<file path="src/hdl/brb_pkg.sv">
// Shared types, constants and helpers for the byte ring buffer with sequence tracking.
`timescale 1ns / 1ps
`default_nettype none
package brb_pkg;

    localparam int DEPTH     = 4096;
    localparam int MAX_BURST = 64;
    localparam int QDEPTH    = 2;

    localparam int PTR_W   = $clog2(DEPTH);
    localparam int CNT_W   = $clog2(DEPTH + 1);
    localparam int OP_W    = 3;
    localparam int BYTE_W  = 8;
    localparam int LEN_W   = 7;
    localparam int SEQ_W   = 32;
    localparam int STAT_W  = 2;
    localparam int FILL_W  = 13;
    localparam int CMP_W   = (CNT_W > LEN_W) ? CNT_W : LEN_W;
    localparam int QPTR_W  = (QDEPTH > 1) ? $clog2(QDEPTH) : 1;
    localparam int QCNT_W  = $clog2(QDEPTH + 1);

    localparam logic [OP_W-1:0] OP_WRITE  = 3'd0;
    localparam logic [OP_W-1:0] OP_READ   = 3'd1;
    localparam logic [OP_W-1:0] OP_PEEK   = 3'd2;
    localparam logic [OP_W-1:0] OP_SETSEQ = 3'd3;
    localparam logic [OP_W-1:0] OP_CLOSE  = 3'd4;

    localparam logic [STAT_W-1:0] ST_OK     = 2'd0;
    localparam logic [STAT_W-1:0] ST_BLOCK  = 2'd1;
    localparam logic [STAT_W-1:0] ST_CLOSED = 2'd2;

    typedef enum logic [2:0] {
        CMD_WRITE,
        CMD_READ,
        CMD_PEEK,
        CMD_SETSEQ,
        CMD_CLOSE
    } t_cmd_kind;

    typedef enum logic {
        BK_IDLE,
        BK_READ
    } t_back_state;

    typedef struct packed {
        logic [OP_W-1:0]   op;
        logic [BYTE_W-1:0] data_byte;
        logic [LEN_W-1:0]  burst_len;
        logic              burst_first;
        logic              blocking;
        logic [SEQ_W-1:0]  seq_value;
    } t_in_item;

    typedef struct packed {
        logic [BYTE_W-1:0] data_out;
        logic [STAT_W-1:0] status;
        logic              last;
        logic [FILL_W-1:0] fill_count;
        logic [SEQ_W-1:0]  first_seq;
        logic [SEQ_W-1:0]  next_seq;
    } t_out_item;

    typedef struct packed {
        t_cmd_kind         kind;
        logic [BYTE_W-1:0] data_byte;
        logic [LEN_W-1:0]  len;
        logic              first;
        logic              blocking;
        logic [SEQ_W-1:0]  seq_value;
    } t_cmd;

    function automatic logic [PTR_W-1:0] ptr_inc(input logic [PTR_W-1:0] p);
        return (p == PTR_W'(DEPTH - 1)) ? '0 : p + 1'b1;
    endfunction

endpackage
`default_nettype wire

</file>
<file path="src/hdl/brb_front.sv">
// Front end: accept input transfers, decode and clamp them, and queue commands.
`timescale 1ns / 1ps
`default_nettype none
module brb_front (
    input  wire logic              i_clk,
    input  wire logic              i_rst_n,
    input  wire logic              i_in_valid,
    output logic                   o_in_stall,
    input  wire brb_pkg::t_in_item i_in_item,
    output logic                   o_cmd_valid,
    output brb_pkg::t_cmd          o_cmd,
    input  wire logic              i_cmd_pop
);

    brb_pkg::t_cmd                r_q [brb_pkg::QDEPTH];
    logic [brb_pkg::QPTR_W-1:0]   r_wptr;
    logic [brb_pkg::QPTR_W-1:0]   r_rptr;
    logic [brb_pkg::QCNT_W-1:0]   r_cnt;
    brb_pkg::t_cmd                cmd;
    logic                         cmd_ok;
    logic                         push;
    logic                         pop;

    always_comb begin
        cmd.data_byte = i_in_item.data_byte;
        cmd.first     = i_in_item.burst_first;
        cmd.blocking  = i_in_item.blocking;
        cmd.seq_value = i_in_item.seq_value;
        cmd.len       = (i_in_item.burst_len > brb_pkg::LEN_W'(brb_pkg::MAX_BURST))
                        ? brb_pkg::LEN_W'(brb_pkg::MAX_BURST) : i_in_item.burst_len;
        cmd.kind      = brb_pkg::CMD_WRITE;
        cmd_ok        = 1'b1;
        unique case (i_in_item.op)
            brb_pkg::OP_WRITE:  cmd.kind = brb_pkg::CMD_WRITE;
            brb_pkg::OP_READ:   cmd.kind = brb_pkg::CMD_READ;
            brb_pkg::OP_PEEK:   cmd.kind = brb_pkg::CMD_PEEK;
            brb_pkg::OP_SETSEQ: cmd.kind = brb_pkg::CMD_SETSEQ;
            brb_pkg::OP_CLOSE:  cmd.kind = brb_pkg::CMD_CLOSE;
            default:            cmd_ok   = 1'b0;
        endcase
    end

    assign o_in_stall  = (r_cnt == brb_pkg::QCNT_W'(brb_pkg::QDEPTH));
    assign push        = i_in_valid && !o_in_stall && cmd_ok;
    assign o_cmd_valid = (r_cnt != '0);
    assign pop         = i_cmd_pop && o_cmd_valid;
    assign o_cmd       = r_q[r_rptr];

    always_ff @(posedge i_clk) begin
        if (push) begin
            r_q[r_wptr] <= cmd;
        end
    end

    always_ff @(posedge i_clk) begin
        if (!i_rst_n) begin
            r_wptr <= '0;
            r_rptr <= '0;
            r_cnt  <= '0;
        end else begin
            if (push) begin
                r_wptr <= (r_wptr == brb_pkg::QPTR_W'(brb_pkg::QDEPTH - 1)) ? '0 : r_wptr + 1'b1;
            end
            if (pop) begin
                r_rptr <= (r_rptr == brb_pkg::QPTR_W'(brb_pkg::QDEPTH - 1)) ? '0 : r_rptr + 1'b1;
            end
            if (push && !pop) begin
                r_cnt <= r_cnt + 1'b1;
            end else if (pop && !push) begin
                r_cnt <= r_cnt - 1'b1;
            end
        end
    end

endmodule
`default_nettype wire

</file>
<file path="config.mk">
export PLATFORM = sky130hd
export DESIGN_NAME = brb_front
export DESIGN_NICKNAME = d
export VERILOG_FILES = /design/src/hdl/brb_pkg.sv /design/src/hdl/brb_front.sv
export SDC_FILE = /design/constraint.sdc
export NUM_CORES = 1
export LEC_CHECK = 0
export BUFFER_PORTS_ARGS = -buffer_cell sky130_fd_sc_hd__buf_4
export CAP_MARGIN = 20
export CELL_PAD_IN_SITES_DETAIL_PLACEMENT = 1
export CELL_PAD_IN_SITES_GLOBAL_PLACEMENT = 1
export CORE_MARGIN = 2
export CORE_UTILIZATION = 35
export DETAILED_ROUTE_END_ITERATION = 6
export HOLD_SLACK_MARGIN = 0.06
export PLACE_DENSITY = 0.64
export SLEW_MARGIN = 20
export SYNTH_ARGS = -nofsm -noshare
export SYNTH_HDL_FRONTEND = slang
export SYNTH_SLANG_ARGS = --single-unit
</file>
<file path="constraint.sdc">
create_clock -name i_clk -period 4.49 [get_ports i_clk]
set_input_delay 0 -clock i_clk [delete_from_list [all_inputs] [get_ports i_clk]]
set_output_delay 0 -clock i_clk [all_outputs]
set_load 0.01 [all_outputs]
</file>
**Word-level counts from Yosys, hierarchy flattened**

Memories as Yosys holds them, arrays and structs flattened. A register that Yosys moved wholly into a read port is not among the register bits.
Cells that the tools add are included.

- $add $sub $neg: 4
- Magnitude comparators: 1
- Equal/unequal tests: 5
- Multiplexer cells: 11
- Reductions and logical operators: 12

Operator list:

| cell | count |
|---|---|
| 3-bit case mux with 4 select lines | 1 |
| 7-bit greater-than comparator (second input constant) | 1 |
| 1-bit two-way mux | 7 |
| 7-bit two-way mux | 1 |
| 3-bit by 2-bit == test with 1-bit output (second input constant) | 2 |
| 1-bit logical AND | 5 |
| 5-bit OR reduction | 1 |
| 2-bit two-way mux | 2 |
| 2-bit nonzero test | 2 |
| 3-bit by 1-bit == test with 1-bit output (second input constant) | 1 |
| 3-bit == test (second input constant) | 1 |
| 1-bit logical NOT | 3 |
| 3-bit logical NOT | 1 |
| 1-bit adder (second input constant) | 2 |
| 2-bit by 1-bit adder with 2-bit output (second input constant) | 1 |
| 2-bit == test (second input constant) | 1 |
| 2-bit by 1-bit subtractor with 2-bit output (second input constant) | 1 |

- Flip-flop bits (word level): 4
- Memory bits (writable): 104
- Input port bits: 56
- Output and inout bits: 54
- Word-level logic and storage cells: 37
- Memories kept: 1

Memories:

| memory | depth | bits a word | rd ports | clocked after Yosys merged registers in | wr ports | RTL line | text |
|---|---|---|---|---|---|---|---|
| r_q | 2 | 52 | 1 | 1 | 1 | brb_front.sv:15 | `brb_pkg::t_cmd r_q [brb_pkg::QDEPTH];` |

**Depth between registers and ports, before layout**

Gate-level depths: netlist (run 1).

- Depth in word-level cells: 8
- Depth in mapped cells: 6
- Depth with buffers taken out: 6

**Worst setup path after synthesis (run 1)**

OpenSTA, ideal clock, no wires.

- Path kind: register to register
- Start: register r_cnt[1] in the netlist's numbering
- End: memory r_q[0][0] in the netlist's numbering, enable pin
- Library setup time: 468 ps
- Arrival: 3100 ps
- Required time: 4022 ps
- Path slack: 922 ps
- Stages on the path, launching flop included: 4
- Buffers on the path: 0
- Clock period less this slack: 3568 ps
- Cells stage by stage: dfxtp_1 > nor2b_2 > and3b_1 > nor2b_1

- Word-level cells in the longest chain between the ends: 6

RTL lines:

| what | RTL line | text |
|---|---|---|
| start, declared | brb_front.sv:18 | `logic [brb_pkg::QCNT_W-1:0] r_cnt;` |
| start signal, assigned | brb_front.sv:68 | `r_cnt <= r_cnt + 1'b1;` |
| start signal, assigned | brb_front.sv:70 | `r_cnt <= r_cnt - 1'b1;` |
| 2-bit == test | brb_front.sv:43 | `assign o_in_stall = (r_cnt == brb_pkg::QCNT_W'(brb_pkg::QDEPTH));` |
| named net o_in_stall | brb_front.sv:8 | `output logic o_in_stall,` |
| 1-bit logical NOT | brb_front.sv:44 | `assign push = i_in_valid && !o_in_stall && cmd_ok;` |
| 1-bit logical AND (2 in series) | brb_front.sv:44 |  |
| named net push | brb_front.sv:21 | `logic push;` |
| 1-bit two-way mux | brb_front.sv:50 | `if (push) begin` |
| 1-bit two-way mux (not written as such) | brb_front.sv:51 | `r_q[r_wptr] <= cmd;` |
| end, declared | brb_front.sv:15 |  |

The timed path passes the listed nets, and every way through them passes these cells.

**Worst setup path in the final report (run 1)**

- Start: register r_cnt[1] in the netlist's numbering
- End: memory r_q[0][36] in the netlist's numbering, enable pin

- Word-level cells in the longest chain between the ends: 6

RTL lines:

| what | RTL line |
|---|---|
| 2-bit == test | brb_front.sv:43 |
| 1-bit logical NOT | brb_front.sv:44 |
| 1-bit logical AND (2 in series) | brb_front.sv:44 |
| named net push | brb_front.sv:21 |
| 1-bit two-way mux | brb_front.sv:50 |
| 1-bit two-way mux (not written as such) | brb_front.sv:51 |

The timed path passes the listed nets, and every way through them passes these cells.

==> PnR_summary.wiki, run 1 <==
{| class="wikitable"
! Metric !! Value
|-
| Setup clock skew after layout || 4.614 ps
|-
| Antenna Nets Post-Route || 0
|-
| I/O pin cnt || 110
|-
| X dimension of the die || 111.5 µm
|-
| Number of unique standard cell types used by synthesis || 21
|-
| Core Footprint || 11320 µm²
|-
| Seq cells post-synth || 109
|-
| Worst endpoint required time || 4490 ps
|-
| Number of rows created at floorplan || 39
|-
| Cell-by-cell trace of the critical path || nor2b_2 > and3b_1 > nor2b_4 > buf_4
|-
| Final min period || 2338 ps
|-
| Diode count || 0
|-
| Largest net degree at the start of global routing || 40
|-
| Area grow syn2layout || 45.00%
|-
| Clock tree root buffer cell || sky130_fd_sc_hd__clkbuf_16
|-
| Synthesized cell area || 4043 µm²
|-
| Summed area of non-filler cells in the final layout || 5862 µm²
|-
| Type of the setup path with the least slack || reg -> reg
|-
| Total number of yosys warnings || 0
|-
| Worst-case register-to-register setup slack || 2150 ps
|-
| Post-synthesis cell count || 197
|-
| Total count of max-transition violations in the final report || 0
|-
| Hold path depth || 3
|-
| Half-perimeter wire length of the detailed placement result || 5.032 mm
|-
| Commonest non-fill, non-tap cell in the layout || sky130_fd_sc_hd__buf_4
|-
| Layout cells sized above 1 || 0.4919
|-
| RR Endpoint || r_q[0][36]
|-
| Clock tree from TritonCTS || done
|-
| Period utilisation layout || 0.5207
|-
| Input/output buffers || 109
|-
| Area taken by flip-flops and latches || 3224 µm²
|-
| Sum of overflow across all layers after global routing || 0
|-
| Post-Place Cell Area || 5039 µm²
|-
| Count of endpoints failing setup in the final report || 0
|-
| Highest-count cells in the layout ignoring fill and taps || 112 x sky130_fd_sc_hd__buf_4, 104 x sky130_fd_sc_hd__edfxtp_1, 54 x sky130_fd_sc_hd__dlygate4sd3_1, 52 x sky130_fd_sc_hd__mux2_2, 9 x sky130_fd_sc_hd__clkbuf_16
|-
| Power per standard cell area || 487.1 nW/µm²
|-
| Clock buffer depth || 2
|-
| Number of buffer and inverter instances along the worst setup path || 1
|-
| Clock Sinks || 109
|-
| Maximum cell stage delay along the critical path || 700 ps
|-
| Worst hold slack after final layout || 125.1 ps
|-
| Register area share after synthesis || 0.7973
|-
| Slowest cell on crit path || sky130_fd_sc_hd__nor2b_4
|-
| Reg-to-reg startpoint || r_cnt[1]
|-
| Total count of hold-check failures in the final report || 0
|-
| Status || complete, no violations
|-
| Total number of vias || 2309
|-
| Starting Density || 0.3571
|-
| Endpoint, Worst Hold || r_wptr
|-
| Global-route wire length before repair || 12.83 mm
|-
| Vias in the first global route || 2495
|-
| Setup repair after global routing missed its margin || no
|-
| CTS H-Tree Depth || 3
|-
| Placer congestion estimate || 0.7100
|-
| Post-Syn Nets || 254
|-
| Highest clock rate || 427.7 MHz
|-
| Final design utilization || 0.5178
|-
| Reg clk slew, reported paths || 60 ps
|-
| Die area || 12430 µm²
|-
| Synthesized area per cell || 20.52 µm²
|-
| Antenna violations before repair || 0
|-
| Final routed wire length divided by cell count || 16.02 µm
|-
| Router iterations before antenna repair || 4
|-
| Path category of the worst min-delay check || in -> reg
|-
| Worst EP arrival || 2340 ps
|-
| Leakage || 2.188 nW
|-
| Worst setup slack before clock tree synthesis || 2127 ps
|-
| Total global-route track usage || 0.1372
|-
| Max IR drop VDD || 224.2 µV
|-
| Worst-case setup margin in the final layout || 2152 ps
|-
| Worst skew pair latency || 340 ps
|-
| Worst-Margin Slew || 787.4 ps
|-
| Max FO, Critical Path || 27
|-
| Crit path capture type || flop
|-
| Vias per cell || 4.483
|-
| Startpoint class of the critical path || flop
|-
| Area taken by multi-input logic gates || 794.5 µm²
|-
| Top delay family on crit path || simple AND/OR/NAND/NOR gates
|-
| Filler Cell Count || 1098
|-
| First-iteration detailed-routing DRC count || 78
|-
| Number of remaining DRC errors || 0
|-
| Final nets || 424
|-
| Gates resized, CTS repair || 0
|-
| Post-Route Setup TNS || 0 ps
|-
| Startpoint of the lowest-slack hold path || i_in_valid
|-
| Number of clock buffers inserted by TritonCTS || 9
|-
| Wirelength, routed || 8.250 mm
|-
| Vert. Die Dim || 111.5 µm
|-
| Relative max-transition margin || 0.4739
|-
| Worst r2r path cells || 4
|-
| Total of max-cap violations || 0
|}
tightest hold or removal path: stages:
cell and delay, ps:
sky130_fd_sc_hd__buf_4 80, sky130_fd_sc_hd__and3b_1 230, sky130_fd_sc_hd__mux2i_1 100
worst max-delay path by stage:
stage / startpoint / to / slack (ps) / cells after the start
finish: r_cnt[1] / r_q[0][36] / 2150 / 4
global placement: r_cnt[0] / r_q[0][36] / 2170 / 4
global route: r_cnt[1] / r_q[0][36] / 1980 / 4
detailed placement: r_cnt[0] / r_q[0][36] / 2130 / 4
floorplan: r_cnt[1] / r_q[0][0] / 920 / 3
CTS: r_cnt[0] / r_q[0][36] / 2110 / 4
cell type report:
| type | count | area share |
|---|---|---|
| timing repair buffer | 166 | 0.2356 |
| clock inverter | 6 | 0.009178 |
| sequential | 109 | 0.5501 |
| clock buffer | 10 | 0.03906 |
| tap | 143 | 0.03052 |
| multi-input combinational | 81 | 0.1355 |
metal layers:
metal	GRT usage	wire length [µm]	vias to the layer above
li1	-	-	1100
met4	0.06420	169	0
met3	0.02776	375	11
met2	0.2341	4209	71
met1	0.1680	3495	1127
met5	0	0	-
synthesized netlist by cell type:
master | count | share of area
sky130_fd_sc_hd__edfxtp_1 | 104 | 0.77
sky130_fd_sc_hd__mux2_2 | 52 | 0.14
sky130_fd_sc_hd__nor2b_1 | 9 | 0.014
sky130_fd_sc_hd__buf_2 | 6 | 0.0074
sky130_fd_sc_hd__dfxtp_1 | 5 | 0.025
sky130_fd_sc_hd__and2_1 | 4 | 0.0062
sky130_fd_sc_hd__o21ai_0 | 2 | 0.0025
sky130_fd_sc_hd__xnor2_1 | 2 | 0.0043
sky130_fd_sc_hd__a21boi_1 | 1 | 0.0019
sky130_fd_sc_hd__and3b_1 | 1 | 0.0022
sky130_fd_sc_hd__clkbuf_1 | 1 | 0.00093
sky130_fd_sc_hd__ha_1 | 1 | 0.0031
sky130_fd_sc_hd__mux2i_1 | 1 | 0.0025
sky130_fd_sc_hd__nand2_1 | 1 | 0.00093
sky130_fd_sc_hd__nand2b_1 | 1 | 0.0015
sky130_fd_sc_hd__nor2b_2 | 1 | 0.0022
sky130_fd_sc_hd__nor3b_1 | 1 | 0.0019
sky130_fd_sc_hd__o21ai_1 | 1 | 0.0012
sky130_fd_sc_hd__or2_2 | 1 | 0.0015
sky130_fd_sc_hd__or3_1 | 1 | 0.0015
sky130_fd_sc_hd__xor2_1 | 1 | 0.0022
through the flow:
step	power [mW]	cells
after detailed placement	2.094	445
after global routing	2.992	515
after CTS	2.890	515
final	2.855	515
after global placement	2.084	445
after floorplan	1.736	197
repair_timing:
item / 4_1_cts / 5_1_grt
setup buffers: 0 / 0
hold endpoints to repair: 109 / 0
hold buffers: 54 / 0
kinds of logic after synthesis:
| family | share of synthesized area |
|---|---|
| fa+ha+maj | 0.003095 |
| mux | 0.1473 |
| compound gates | 0.005571 |
| buf+inv | 0.008356 |
| xor+xnor | 0.006501 |
| flops | 0.7973 |
| simple gates | 0.03188 |
power by group:
group | switching (mW) | internal [mW] | total, mW
logic | 0.355 | 0.450 | 0.805
clock network | 0.329 | 0.427 | 0.756
registers | 0.0505 | 1.24 | 1.29
total | 0.735 | 2.12 | 2.86
state kept, by name, indices dropped and copies added, names as in the netlist, named ones only:
name,flops
r_cnt,2
r_q,104
r_rptr,1
r_wptr,1
Note: power is estimated with default switching activity, not from simulation.
==> run 2, diff against run 1 <==
Clock period 4.49 ns to 2.3 ns, I/O delays scaled along.
==> run 2 against run 1 <==
Compared with the run above: combinational power rose by 100%; largest cell class unchanged; critical path depth did not move; largest power group unchanged; register-to-register slack lost 1600 ps.
==> PnR_summary.wiki, run 2 (synthesis results as in run 1) <==
{| class="wikitable"
! Metric !! Value
|-
| Post-Route Setup TNS || 0 ps (unchanged)
|-
| Endpoint, Worst Hold || r_wptr
|-
| Startpoint class of the critical path || flop
|-
| Relative max-transition margin || 0.7132 (+0.2393)
|-
| Summed area of non-filler cells in the final layout || 5874 µm² (+0.21%)
|-
| Total global-route track usage || 0.1338 (-0.003344)
|-
| Worst-Margin Slew || 430.2 ps (-357.2 ps)
|-
| Vert. Die Dim || 111.5 µm (unchanged)
|-
| Final routed wire length divided by cell count || 15.15 µm (-5.4%)
|-
| Power per standard cell area || 937.0 nW/µm² (+92%)
|-
| Largest net degree at the start of global routing || 32 (-20%)
|-
| Vias in the first global route || 2563 (+2.7%)
|-
| X dimension of the die || 111.5 µm (unchanged)
|-
| Number of rows created at floorplan || 39 (unchanged)
|-
| Post-Place Cell Area || 5061 µm² (+0.45%)
|-
| Setup clock skew after layout || 6.585 ps (+1.971 ps)
|-
| Worst setup slack before clock tree synthesis || 561.9 ps (-1565 ps)
|-
| Max FO, Critical Path || 31 (+15%)
|-
| CTS H-Tree Depth || 3 (unchanged)
|-
| Final nets || 427 (+0.71%)
|-
| Gates resized, CTS repair || 0 (unchanged)
|-
| Sum of overflow across all layers after global routing || 0 (unchanged)
|-
| Layout cells sized above 1 || 0.4960 (+0.004065)
|-
| Number of remaining DRC errors || 0 (unchanged)
|-
| Total count of hold-check failures in the final report || 0 (unchanged)
|-
| Area taken by flip-flops and latches || 3224 µm² (unchanged)
|-
| Total of max-cap violations || 0 (unchanged)
|-
| Core Footprint || 11320 µm² (unchanged)
|-
| Total count of max-transition violations in the final report || 0 (unchanged)
|-
| Commonest non-fill, non-tap cell in the layout || sky130_fd_sc_hd__buf_4
|-
| Setup repair after global routing missed its margin || no
|-
| Vias per cell || 4.481 (about the same)
|-
| Highest-count cells in the layout ignoring fill and taps || 115 x sky130_fd_sc_hd__buf_4, 104 x sky130_fd_sc_hd__edfxtp_1, 54 x sky130_fd_sc_hd__dlygate4sd3_1, 52 x sky130_fd_sc_hd__mux2_2, 9 x sky130_fd_sc_hd__clkbuf_16
|-
| Total number of vias || 2321 (+0.52%)
|-
| Antenna violations before repair || 0 (unchanged)
|-
| Filler Cell Count || 1077 (-1.9%)
|-
| Final min period || 1711 ps (-626.7 ps)
|-
| Type of the setup path with the least slack || reg -> reg
|-
| Starting Density || 0.3571 (unchanged)
|-
| Clock tree from TritonCTS || done
|-
| Router iterations before antenna repair || 6 (+2)
|-
| Top flop regs || r_q (104), r_cnt (2)
|-
| Antenna Nets Post-Route || 0 (unchanged)
|-
| Worst-case setup margin in the final layout || 588.6 ps (-1563 ps)
|-
| Half-perimeter wire length of the detailed placement result || 5.032 mm (about the same)
|-
| Leakage || 2.196 nW (+0.40%)
|-
| Period utilisation layout || 0.7441 (+0.2234)
|-
| Worst r2r path cells || 4 (unchanged)
|-
| Die area || 12430 µm² (unchanged)
|-
| Count of endpoints failing setup in the final report || 0 (unchanged)
|-
| Area taken by multi-input logic gates || 794.5 µm² (unchanged)
|-
| Reg-to-reg startpoint || r_cnt[1]
|-
| Placer congestion estimate || 0.6890 (-3.0%)
|-
| Highest clock rate || 584.3 MHz (+37%)
|-
| Clock Sinks || 109 (unchanged)
|-
| Clock tree root buffer cell || sky130_fd_sc_hd__clkbuf_16
|-
| Worst-case register-to-register setup slack || 590 ps (-1560 ps)
|-
| Reg clk slew, reported paths || 70 ps (about the same)
|-
| RR Endpoint || r_q[0][14]
|-
| Biggest register || r_q
|-
| Worst endpoint required time || 2280 ps (-2210 ps)
|-
| First-iteration detailed-routing DRC count || 59 (-24%)
|-
| Worst skew pair latency || 330 ps (about the same)
|-
| Crit path capture type || flop
|-
| Cell total after placement || 448 (+0.67%)
|-
| Wirelength, routed || 7.847 mm (-4.9%)
|-
| Clock buffer depth || 2 (unchanged)
|-
| Path category of the worst min-delay check || in -> reg
|-
| Number of flip-flops under the largest register name || 104 (unchanged)
|-
| Global-route wire length before repair || 12.92 mm (+0.64%)
|-
| Max IR drop VDD || 442.4 µV (+97%)
|-
| Startpoint of the lowest-slack hold path || i_in_valid
|-
| Area grow syn2layout || 45.31%
|-
| Number of non-filler instances in the completed layout || 518 (+0.58%)
|-
| Diode count || 0 (unchanged)
|-
| Hold path depth || 3 (unchanged)
|-
| I/O pin cnt || 110 (unchanged)
|-
| Status || complete, no violations
|-
| Worst EP arrival || 1690 ps (-650 ps)
|-
| Input/output buffers || 109 (unchanged)
|-
| Number of clock buffers inserted by TritonCTS || 9 (unchanged)
|}
## run 2: changes by cell type in the layout (fill, tap and decap cells not counted), sizes merged
cell / before / now
buf: 112 / 115
bufinv: 1 / 0
clkbuf: 10 / 9
clkinv: 5 / 4
inv: 0 / 3
## run 2: through the flow
stage / power, mW / hold slack (ps) / utilization
after floorplan: 3.384 / 98.87 / -
after detailed placement: 4.104 / 188.8 / 0.4471
final: 5.504 / 114.0 / 0.5189
after global routing: 5.784 / 148.3 / 0.5189
after CTS: 5.590 / 112.0 / 0.5189
after global placement: 4.082 / 185.8 / 0.4471
## run 2: how the worst max path moves through the flow
stage	start	endpoint	slack [ps]
2_1_floorplan	r_cnt[1]	r_q[0][0]	280
3_3_place_gp	r_cnt[0]	r_q[0][11]	580
6_report	r_cnt[1]	r_q[0][14]	590
5_1_grt	r_cnt[0]	r_q[0][14]	430
3_5_place_dp	r_cnt[0]	r_q[0][11]	560
4_1_cts	r_cnt[1]	r_q[0][7]	550
## run 2: final cells by class
class                           instances  area share
Clock buffer                            9     0.03834
Clock inverter                          7    0.008094
Multi-Input combinational cell         81      0.1353
Sequential cell                       109      0.5489
Tap cell                              143     0.03046
Timing Repair Buffer                  169      0.2390
## run 2: repair_timing
| item | in CTS | in global routing |
|---|---|---|
| hold buffers | 54 | 0 |
| endpoints found under the hold margin | 109 | 0 |
| buffers inserted | 0 | 0 |
## run 2: where the power goes
| group | switching [mW] | internal, mW |
|---|---|---|
| clock network | 0.664 | 0.739 |
| logic | 0.715 | 0.892 |
| registers | 0.0697 | 2.43 |
## run 2: layer usage
metal  part of all wire  track usage  up-vias
met1               0.42       0.1600     1144
met5                  0            0        -
met4              0.010      0.03457        0
met2               0.51       0.2329       64
met3              0.059      0.04573        6
li1                   -            -     1107
## run 2: critical path, stage by stage (launching register included)
cell	delay [ps]
sky130_fd_sc_hd__dfxtp_1	340
sky130_fd_sc_hd__nor2b_2	160
sky130_fd_sc_hd__and3b_1	290
sky130_fd_sc_hd__nor2b_4	170
sky130_fd_sc_hd__buf_4	380
==> run 3, diff against run 2 <==
Settings changed: ABC_AREA set to 1, PLACE_DENSITY 0.64 to 0.66.
Clock period 2.3 ns to 1.5 ns, I/O delays scaled along.
==> run 3 against run 2 <==
Compared with the run above: the flow now finishes with violations (negative setup slack); non-clock buffer count is 2 higher; register-to-register slack worse by 550 ps; first-iteration DRC count is 15% higher; largest power group unchanged.
==> PnR_summary.wiki, run 3 <==
{| class="wikitable"
! Metric !! Value
|-
| Slowest cell on crit path || sky130_fd_sc_hd__dfxtp_4
|-
| Clock Sinks || 109 (unchanged)
|-
| Synthesized cell area || 4358 µm² (+7.8%)
|-
| Clock tree from TritonCTS || done
|-
| Setup repair after global routing missed its margin || yes
|-
| Total count of hold-check failures in the final report || 0 (unchanged)
|-
| Number of buffer and inverter instances along the worst setup path || 2 (+1)
|-
| Placer congestion estimate || 0.7581 (+10%)
|-
| Xor/xnor share of the synthesized area || 0 (-0.006500)
|-
| Number of remaining DRC errors || 0 (unchanged)
|-
| Power per standard cell area || 1311 nW/µm² (+40%)
|-
| Crit path capture type || output port
|-
| Leakage || 2.493 nW (+13%)
|-
| Total count of max-transition violations in the final report || 0 (unchanged)
|-
| Post-synthesis cell count || 221 (+12%)
|-
| Cell total after placement || 497 (+11%)
|-
| Maximum cell stage delay along the critical path || 380 ps (about the same)
|-
| Post-route total power || 8.310 mW (+51%)
|-
| Highest-count cells in the layout ignoring fill and taps || 109 x sky130_fd_sc_hd__buf_4, 104 x sky130_fd_sc_hd__edfxtp_1, 52 x sky130_fd_sc_hd__dlygate4sd3_1, 50 x sky130_fd_sc_hd__mux2_4
|-
| Antenna Nets Post-Route || 0 (unchanged)
|-
| Half-perimeter wire length of the detailed placement result || 5.476 mm (+8.8%)
|-
| Synthesized area per cell || 19.72 µm² (-3.9%)
|-
| Dominant combinational cell family by area after synthesis || multiplexers
|-
| Clock buffer depth || 2 (unchanged)
|-
| Die area || 13360 µm² (+7.5%)
|-
| Register area share after synthesis || 0.7396 (-0.05768)
|-
| Starting Density || 0.3613 (+0.004212)
|-
| Biggest register || r_q
|-
| Total number of vias || 2432 (+4.8%)
|-
| Fraction of the mapped netlist area in simple logic gates || 0.02785 (-0.004029)
|-
| Mux cell area share after synthesis || 0.1774 (+0.03011)
|-
| Worst skew pair latency || 340 ps (about the same)
|-
| Setup clock skew after layout || 3.976 ps (-2.609 ps)
|-
| Diode count || 0 (unchanged)
|-
| Number of clock buffers inserted by TritonCTS || 9 (unchanged)
|-
| Startpoint class of the critical path || flop
|-
| Type of the setup path with the least slack || reg -> out
|-
| Max IR drop VDD || 581.1 µV (+31%)
|-
| Ys async rst share || 0 (unchanged)
|-
| Antenna violations before repair || 0 (unchanged)
|-
| Top delay family on crit path || buffers and inverters
|-
| Portion of synthesized cell area occupied by the leading cell type || 0.7166 (-0.05589)
|-
| Total of max-cap violations || 0 (unchanged)
|-
| Relative max-transition margin || 0.7886 (+0.07539)
|-
| Final nets || 453 (+6.1%)
|-
| Count of endpoints failing setup in the final report || 20 (+20)
|-
| First-iteration detailed-routing DRC count || 68 (+15%)
|-
| Post-synth EDFFs || 104 (unchanged)
|-
| Number of rows created at floorplan || 40 (+2.6%)
|-
| Router iterations before antenna repair || 3 (-3)
|-
| Reg clk slew, reported paths || 70 ps (about the same)
|-
| Layout cells sized above 1 || 0.4875 (-0.008500)
|-
| Input/output buffers || 109 (unchanged)
|-
| Top cells by instance count after synthesis || 104 x sky130_fd_sc_hd__edfxtp_1, 50 x sky130_fd_sc_hd__mux2_4, 13 x sky130_fd_sc_hd__nor2_1, 11 x sky130_fd_sc_hd__inv_1, 10 x sky130_fd_sc_hd__nand2_1
|-
| Top flop regs || r_q (104), r_cnt (2)
|-
| Post-synthesis adder-cell area fraction || 0.002871 (-0.0002239)
|-
| Post-Syn Nets || 278 (+9.4%)
|-
| I/O pin cnt || 110 (unchanged)
|-
| Final min period || 1510 ps
|-
| Number of unique standard cell types used by synthesis || 21 (unchanged)
|-
| Status || finished, violations left
|-
| Commonest non-fill, non-tap cell in the layout || sky130_fd_sc_hd__buf_4
|-
| Period utilisation layout || 1.007
|-
| Worst EP arrival || 1510 ps (-180 ps)
|-
| CTS H-Tree Depth || 3 (unchanged)
|-
| Final design utilization || 0.5255 (+0.006620)
|-
| Cell taking the most area after synthesis || sky130_fd_sc_hd__edfxtp_1
|-
| Total number of yosys warnings || 0 (unchanged)
|-
| Vias per cell || 4.282 (-4.4%)
|-
| Core Footprint || 12060 µm² (+6.5%)
|-
| Area fraction in compound gates after synthesis || 0.01550 (+0.009933)
|-
| Largest net degree at the start of global routing || 33 (+3.1%)
|-
| Worst endpoint required time || 1500 ps (-780 ps)
|-
| Area grow syn2layout || 45.45% (about the same)
|-
| Highest clock rate || 662.3 MHz
|-
| Total global-route track usage || 0.1329 (-0.0008948)
|-
| Vert. Die Dim || 115.6 µm (+3.7%)
|-
| Seq cells post-synth || 109 (unchanged)
|-
| Number of flip-flops under the largest register name || 104 (unchanged)
|-
| Leading cell types by total area after synthesis || sky130_fd_sc_hd__edfxtp_1 72%, sky130_fd_sc_hd__mux2_4 17%, sky130_fd_sc_hd__buf_12 2.3%
|-
| Vias in the first global route || 2559 (-0.16%)
|-
| Worst setup slack before clock tree synthesis || 76.57 ps (-485.4 ps)
|-
| X dimension of the die || 115.6 µm (+3.7%)
|-
| Failing checks || negative setup slack
|-
| Sum of overflow across all layers after global routing || 0 (unchanged)
|-
| Wirelength, routed || 8.728 mm (+11%)
|-
| Most common cell in the netlist || sky130_fd_sc_hd__edfxtp_1
|-
| Global-route wire length before repair || 13.03 mm (+0.86%)
|-
| Number of non-filler instances in the completed layout || 568 (+9.7%)
|-
| Predominant post-synthesis flop cell || sky130_fd_sc_hd__edfxtp_1
|-
| Worst-case setup margin in the final layout || -9.849 ps (-598.5 ps)
|-
| Cell-by-cell trace of the critical path || bufbuf_16 > mux2_4 > buf_4
|-
| Clock tree root buffer cell || sky130_fd_sc_hd__clkbuf_16
|-
| Path category of the worst min-delay check || in -> reg
|-
| Worst-Margin Slew || 316.1 ps (-114.1 ps)
|-
| Max FO, Critical Path || 18 (-42%)
|-
| Final routed wire length divided by cell count || 15.37 µm (+1.4%)
|}
run 3: what timing repair did:
item	CTS	global route
setup buffers	0	1
endpoints found under the hold margin	105	0
cloned	1	3
pin swaps	0	1
setup endpoints to repair	3	64
resized for setup	1	8
hold buffers	52	0
run 3: stage by stage:
stage / hold slack [ps] / cell area, µm² / TNS (ps)
finish: 76.84 / 6339 / -87.35
global route: 77.11 / 6339 / -2130
CTS: 61.24 / 6254 / -1190
detailed placement: 188.7 / 5404 / 0
global placement: 187.2 / 5404 / 0
floorplan: 98.87 / 4379 / -49940
run 3: layout make-up:
cell class,count,area (µm²)
Clock inverter,6,63.81
Clock buffer,9,225.2
Tap cell,168,210.2
Fill cell,1131,5723
Sequential cell,109,3231
Multi-Input combinational cell,93,1006
Inverter,12,51.30
Timing Repair Buffer,171,1551
run 3: power breakdown:
group / leakage (nW) / switching (mW) / internal [mW]
logic: 1.35 / 0.956 / 1.34
registers: 1.00 / 0.0986 / 3.65
clock network: 0.139 / 0.986 / 1.28
total: 2.49 / 2.04 / 6.27
run 3: metal layers:
layer,share of wire,GRT usage,vias to the layer above
met4,0.022,0.07309,0
met1,0.42,0.1581,1171
met3,0.040,0.02197,11
met5,0,0,-
met2,0.52,0.2300,67
li1,-,-,1183
run 3: path summary, 6_finish.rpt:
check / end / from / slack, ps / cells after the start
max reg2reg: r_q[0][43] / r_cnt[0] / 40 / 6
min reg2reg: r_rptr / r_rptr / 530 / 2
max: o_cmd[7] / flop / -10 / 3
min: r_q[1][38] / i_in_item[38] / 80 / 2
run 3: kinds of logic after synthesis:
family	Yosys count
buf+inv	19
mux	52
compound gates	11
simple gates	29
fa+ha+maj	1
flops	109
